$ cat src/rtl/dfa_pkg.sv
// Shared types, constants and the rounding multiply for the scaled Dawson pipeline.
// No dependencies; dfa_div, dfa_horner, dfa_exp and the top level import this package.
`timescale 1ns / 1ps
`default_nettype none

package dfa_pkg;

  typedef logic [7:0][33:0] coef_tbl_t;

  localparam int unsigned DIV_STAGES    = 15;
  localparam int unsigned HORNER_STAGES = 7;
  localparam int unsigned EXP_STAGES    = 12;

  localparam logic [31:0] ONE31    = 32'h8000_0000;
  localparam logic [31:0] SCALE_K  = 32'd1211587905;
  localparam logic [31:0] Q_305    = 32'd3274912563;
  localparam logic [31:0] Q_0092   = 32'd98784248;
  localparam logic [31:0] Q_00121  = 32'd12992276;
  localparam logic [31:0] Q_02253  = 32'd241914033;
  localparam logic [22:0] MAX_POS  = 23'h7F_FFFF;

  // Series P(y) coefficients, round(2^30/n), highest order first.
  localparam coef_tbl_t SER_COEF = {
    34'd14203, 34'd114716, 34'd813441, 34'd4971027,
    34'd25565282, 34'd107374182, 34'd357913941, 34'd1073741824
  };

  // Asymptotic S(w) coefficients in Q24, highest order first.
  localparam coef_tbl_t ASYM_COEF = {
    34'd135135 << 16, 34'd10395 << 17, 34'd945 << 18, 34'd105 << 19,
    34'd15 << 20, 34'd3 << 21, 34'd1 << 22, 34'd1 << 23
  };

  // Unsigned product rounded half up and shifted right by sh.
  function automatic logic [65:0] mul_rnd(input logic [33:0] a, input logic [31:0] b,
                                          input int unsigned sh);
    logic [65:0] p;
    p = 66'(a) * 66'(b) + (66'(1) << (sh - 1));
    return p >> sh;
  endfunction

endpackage

`default_nettype wire

$ cat src/rtl/dfa_div.sv
// Pipelined restoring divider, two quotient bits per stage, rounded reciprocal of |x|.
// Depends on dfa_pkg.
`timescale 1ns / 1ps
`default_nettype none

module dfa_div import dfa_pkg::*; (
  input  wire logic        clk,
  input  wire logic [23:0] dvs_i,
  input  wire logic [24:0] num_hi_i,
  input  wire logic [29:0] num_lo_i,
  output logic      [29:0] quo_o
);

  logic [24:0] rem_r [DIV_STAGES];
  logic [29:0] quo_r [DIV_STAGES];
  logic [29:0] lo_r  [DIV_STAGES];
  logic [23:0] dvs_r [DIV_STAGES];

  for (genvar j = 0; j < DIV_STAGES; j++) begin : g_st
    logic [24:0] rem_in;
    logic [29:0] quo_in;
    logic [29:0] lo_in;
    logic [23:0] dvs_in;
    logic [24:0] rem_nxt;
    logic [29:0] quo_nxt;
    logic [29:0] lo_nxt;

    if (j == 0) begin : g_first
      assign rem_in = num_hi_i;
      assign quo_in = '0;
      assign lo_in  = num_lo_i;
      assign dvs_in = dvs_i;
    end else begin : g_next
      assign rem_in = rem_r[j-1];
      assign quo_in = quo_r[j-1];
      assign lo_in  = lo_r[j-1];
      assign dvs_in = dvs_r[j-1];
    end

    always_comb begin
      logic [25:0] t;
      rem_nxt = rem_in;
      quo_nxt = quo_in;
      lo_nxt  = lo_in;
      for (int b = 0; b < 2; b++) begin
        t      = {rem_nxt, lo_nxt[29]};
        lo_nxt = {lo_nxt[28:0], 1'b0};
        if (t >= {2'b00, dvs_in}) begin
          t       = t - {2'b00, dvs_in};
          quo_nxt = {quo_nxt[28:0], 1'b1};
        end else begin
          quo_nxt = {quo_nxt[28:0], 1'b0};
        end
        rem_nxt = t[24:0];
      end
    end

    always_ff @(posedge clk) begin
      rem_r[j] <= rem_nxt;
      quo_r[j] <= quo_nxt;
      lo_r[j]  <= lo_nxt;
      dvs_r[j] <= dvs_in;
    end
  end

  assign quo_o = quo_r[DIV_STAGES-1];

endmodule

`default_nettype wire

$ cat config.mk
export PLATFORM = sky130hd
export DESIGN_NAME = dfa_div
export DESIGN_NICKNAME = d
export VERILOG_FILES = /design/src/rtl/dfa_pkg.sv /design/src/rtl/dfa_div.sv
export SDC_FILE = /design/constraint.sdc
export NUM_CORES = 2
export LEC_CHECK = 0
export BUFFER_PORTS_ARGS = -buffer_cell sky130_fd_sc_hd__buf_2
export CAP_MARGIN = 10
export CORE_ASPECT_RATIO = 0.6
export CORE_MARGIN = 2
export CORE_UTILIZATION = 34
export DETAILED_ROUTE_END_ITERATION = 12
export SYNTH_ARGS = -nofsm -noshare
export SYNTH_HDL_FRONTEND = slang
export SYNTH_SLANG_ARGS = --single-unit
$ cat constraint.sdc
create_clock -name clk -period 6.9 [get_ports clk]
set_clock_uncertainty 0.15 [all_clocks]
set_input_delay 1.035 -clock clk [delete_from_list [all_inputs] [get_ports clk]]
set_output_delay 1.035 -clock clk [all_outputs]
set_load 0.005 [all_outputs]
==> impl_metrics.toml <==
[outcome]
outcome = "finished clean"

[routing]
drt-total-wl_mm = 216
viasPerCell = 5.34
drtPass1Iterations = 6
num_vias = 57100
drc = 0
antenna_left = 0
drtIter0Drc = 6389
drt-wirelength-per-cell_microns = 20.2

[synth]
synthAdderAreaFrac = 0.144
synth_top_family_by_area = "compound AO/OA/AOI/OAI gates"
postSynth.asyncResetShare = 0
syn_area_per_cell_sq_um = 9.02
synth_compound_gate_area_share = 0.201
yosysUniqueCellTypes = 105
postSynthCellCount = 7378
synth_ff_type = "dfxtp_1"
ys_seq_elements = 1136
post_synth_xor_area_fraction = 0.0747
yosys.area_share.simple = 0.119
synth-edff-count = 0
synth.area.mux_share = 0.0765
ys_warn_count = 0
syn_area_sq_um = 66600
synth-seq-area-share = 0.342
synth_nets = 8207

[worst_setup_path]
end_kind = "register"
path_max_fanout = 33
critPathRequiredTime_ns = 7.34
critPathArrivalTime_ns = 7.15
crit_path_start_kind = "register"
crit_type = "register to register"

[global_routing]
grt_pass1_wl_mm = 322
grt_max_degree = 34
antenna_found_initial = 15
grt_overflow = 0
first_global_vias = 51700
grt_usage = 0.208

[cells_and_area]
final_common_cell = "dfxtp_1"
fin_cells = 10700
final_nets = 8815
final_util = 0.403
fillers = 19200
layout_common_cells = "dfxtp_1, ha_1, a21oi_1"
area_growth_pct = 17.6
drive_above_1_share = 0.166

[floorplanning]
initial_core_util = 0.343
dieArea_sq_um = 199000
die_h_microns = 347
core_sq_um = 194000
fp.dieW_microns = 575
io_pins = 110
rows = 125

[timing]
timing.final.crit_period_ns = 6.71
setup_viol = 0
hold_viol = 0
finalCritPeriodShare = 0.973
whs_ns = 0.103
timing.fmax_mhz = 149
timing.final.ws_setup_ns = 0.188
tightest_slew_ns = 1.25
relSlewSlack = 0.158
slew_viol_final = 0

[clocking]
cts_tree = "built"
htreeDepth = 3
cts_hold_buf = 0
cts_max_path_buffers = 3
worst_skew_pair.late_latency_ns = 0.79
clk_pin_slew_ns = 0.06
cts_root_buffer = "clkbuf_16"
cts_sinks = 1136
cts_buffers = 115

[placement]
post-place-ws_ns = -0.362
gp_congestion = 0.980
place_inst = 10500
io_buffers = 109
dp_hpwl_mm = 178

[flow_run]
drv_cap = 0

[min_path]
worst_hold_path_type = "register to register"
[cell usage after synthesis, types with 40 or more instances]
| cell type | number | area, sq um |
|---|---|---|
| dfxtp_1 | 1136 | 22700 |
| ha_1 | 720 | 9010 |
| a21oi_1 | 655 | 3280 |
| inv_1 | 596 | 2240 |
| o21ai_0 | 449 | 2250 |
| nand2_1 | 437 | 1640 |
| nor2_1 | 437 | 1640 |
| xnor2_1 | 372 | 3260 |
| mux2_2 | 357 | 4020 |
| a21o_1 | 303 | 2270 |
| xor2_1 | 196 | 1720 |
| nor3_1 | 117 | 586 |
| nand3_1 | 109 | 546 |
| nand4_1 | 108 | 676 |
| o21a_1 | 92 | 691 |
| clkbuf_1 | 90 | 338 |
| o21bai_1 | 82 | 616 |
| nand2b_1 | 80 | 500 |
| nor2b_1 | 79 | 494 |
| a211oi_1 | 76 | 571 |
| a31oi_1 | 67 | 419 |
| and3_1 | 63 | 394 |
| o211ai_1 | 46 | 345 |
| o31ai_1 | 46 | 345 |
| mux2i_1 | 43 | 430 |
| or3_1 | 40 | 250 |
[sequential cells by signal, indices dropped and copies added (netlist names)]
signal and count:
dvs_r 336, quo_r 240, rem_r 350, lo_r 210
[routing by layer]
metal | GRT usage | vias up | wire, microns
met2 | 0.196 | 2539 | 59000
met4 | 0.0269 | 8 | 2100
met1 | 0.369 | 26700 | 122000
met5 | 0.00454 | - | 167
li1 | - | 27600 | -
met3 | 0.0984 | 167 | 33400
[area by class of cell]
cell class | instances | area [sq um] | share of cell area
sequential | 1136 | 22700 | 0.290
clock inverter | 58 | 748 | 0.00956
antenna | 2 | 5.00 | 0.0000639
timing repair buffer | 629 | 4720 | 0.0602
inverter | 603 | 2270 | 0.0290
clock buffer | 155 | 3260 | 0.0416
tap | 2603 | 3260 | 0.0416
multi-input combinational | 5501 | 41300 | 0.528
[path summary, 6_finish.rpt]
kind	startpoint	to	slack [ns]	cells after the start
max	dvs_r[0][144]	rem_r[0][195]	0.19	25
min	quo_r[1][131]	quo_r[1][163]	0.10	0
max reg2reg	dvs_r[0][144]	rem_r[0][195]	0.19	25
min reg2reg	quo_r[1][131]	quo_r[1][163]	0.10	0
[cell families after synthesis]
group,after synthesis
DFF,1136
muxes,451
adders and majority gates,749
AOI/OAI and AO/OA,2099
xor gates and xnor gates,568
buffers and inverters,743
and+or+nand+nor,1632
[stage by stage]
| step | instance area (sq um) | setup TNS (ns) |
|---|---|---|
| 6_report | 78300 | 0 |
| 5_1_grt | 78300 | -0.0304 |
| 4_1_cts | 77800 | 0 |
| 3_5_place_dp | 73700 | -15.37 |
| 3_3_place_gp | 73700 | -11.84 |
| 2_1_floorplan | 66600 | 0 |
[critical path: stages (launching register included)]
cell,delay [ns]
dfxtp_1,0.48
ha_1,0.24
inv_1,0.06
fa_1,0.40
a21o_1,0.21
a221oi_2,0.38
buf_4,0.23
a211oi_1,0.11
o41ai_2,0.38
o211ai_1,0.26
buf_12,0.22
buf_4,0.20
buf_4,0.22
mux2_2,0.34
ha_1,0.34
inv_1,0.08
o21ai_0,0.27
a21oi_1,0.14
a31oi_1,0.21
o31ai_2,0.13
o21ai_0,0.34
a31oi_1,0.19
buf_4,0.19
o2111ai_4,0.10
buf_12,0.25
mux2_2,0.38
[timing repair]
| item | in CTS | in global routing |
|---|---|---|
| gates resized for setup | 5 | 56 |
| setup endpoints to repair | 46 | 297 |
| setup buffers | 0 | 19 |
| pin swaps | 0 | 22 |
| cloned | 0 | 2 |
Power is left out: the tool's default activity adds up to more than one toggle a clock period on the data nets, which glitch-free logic cannot reach.
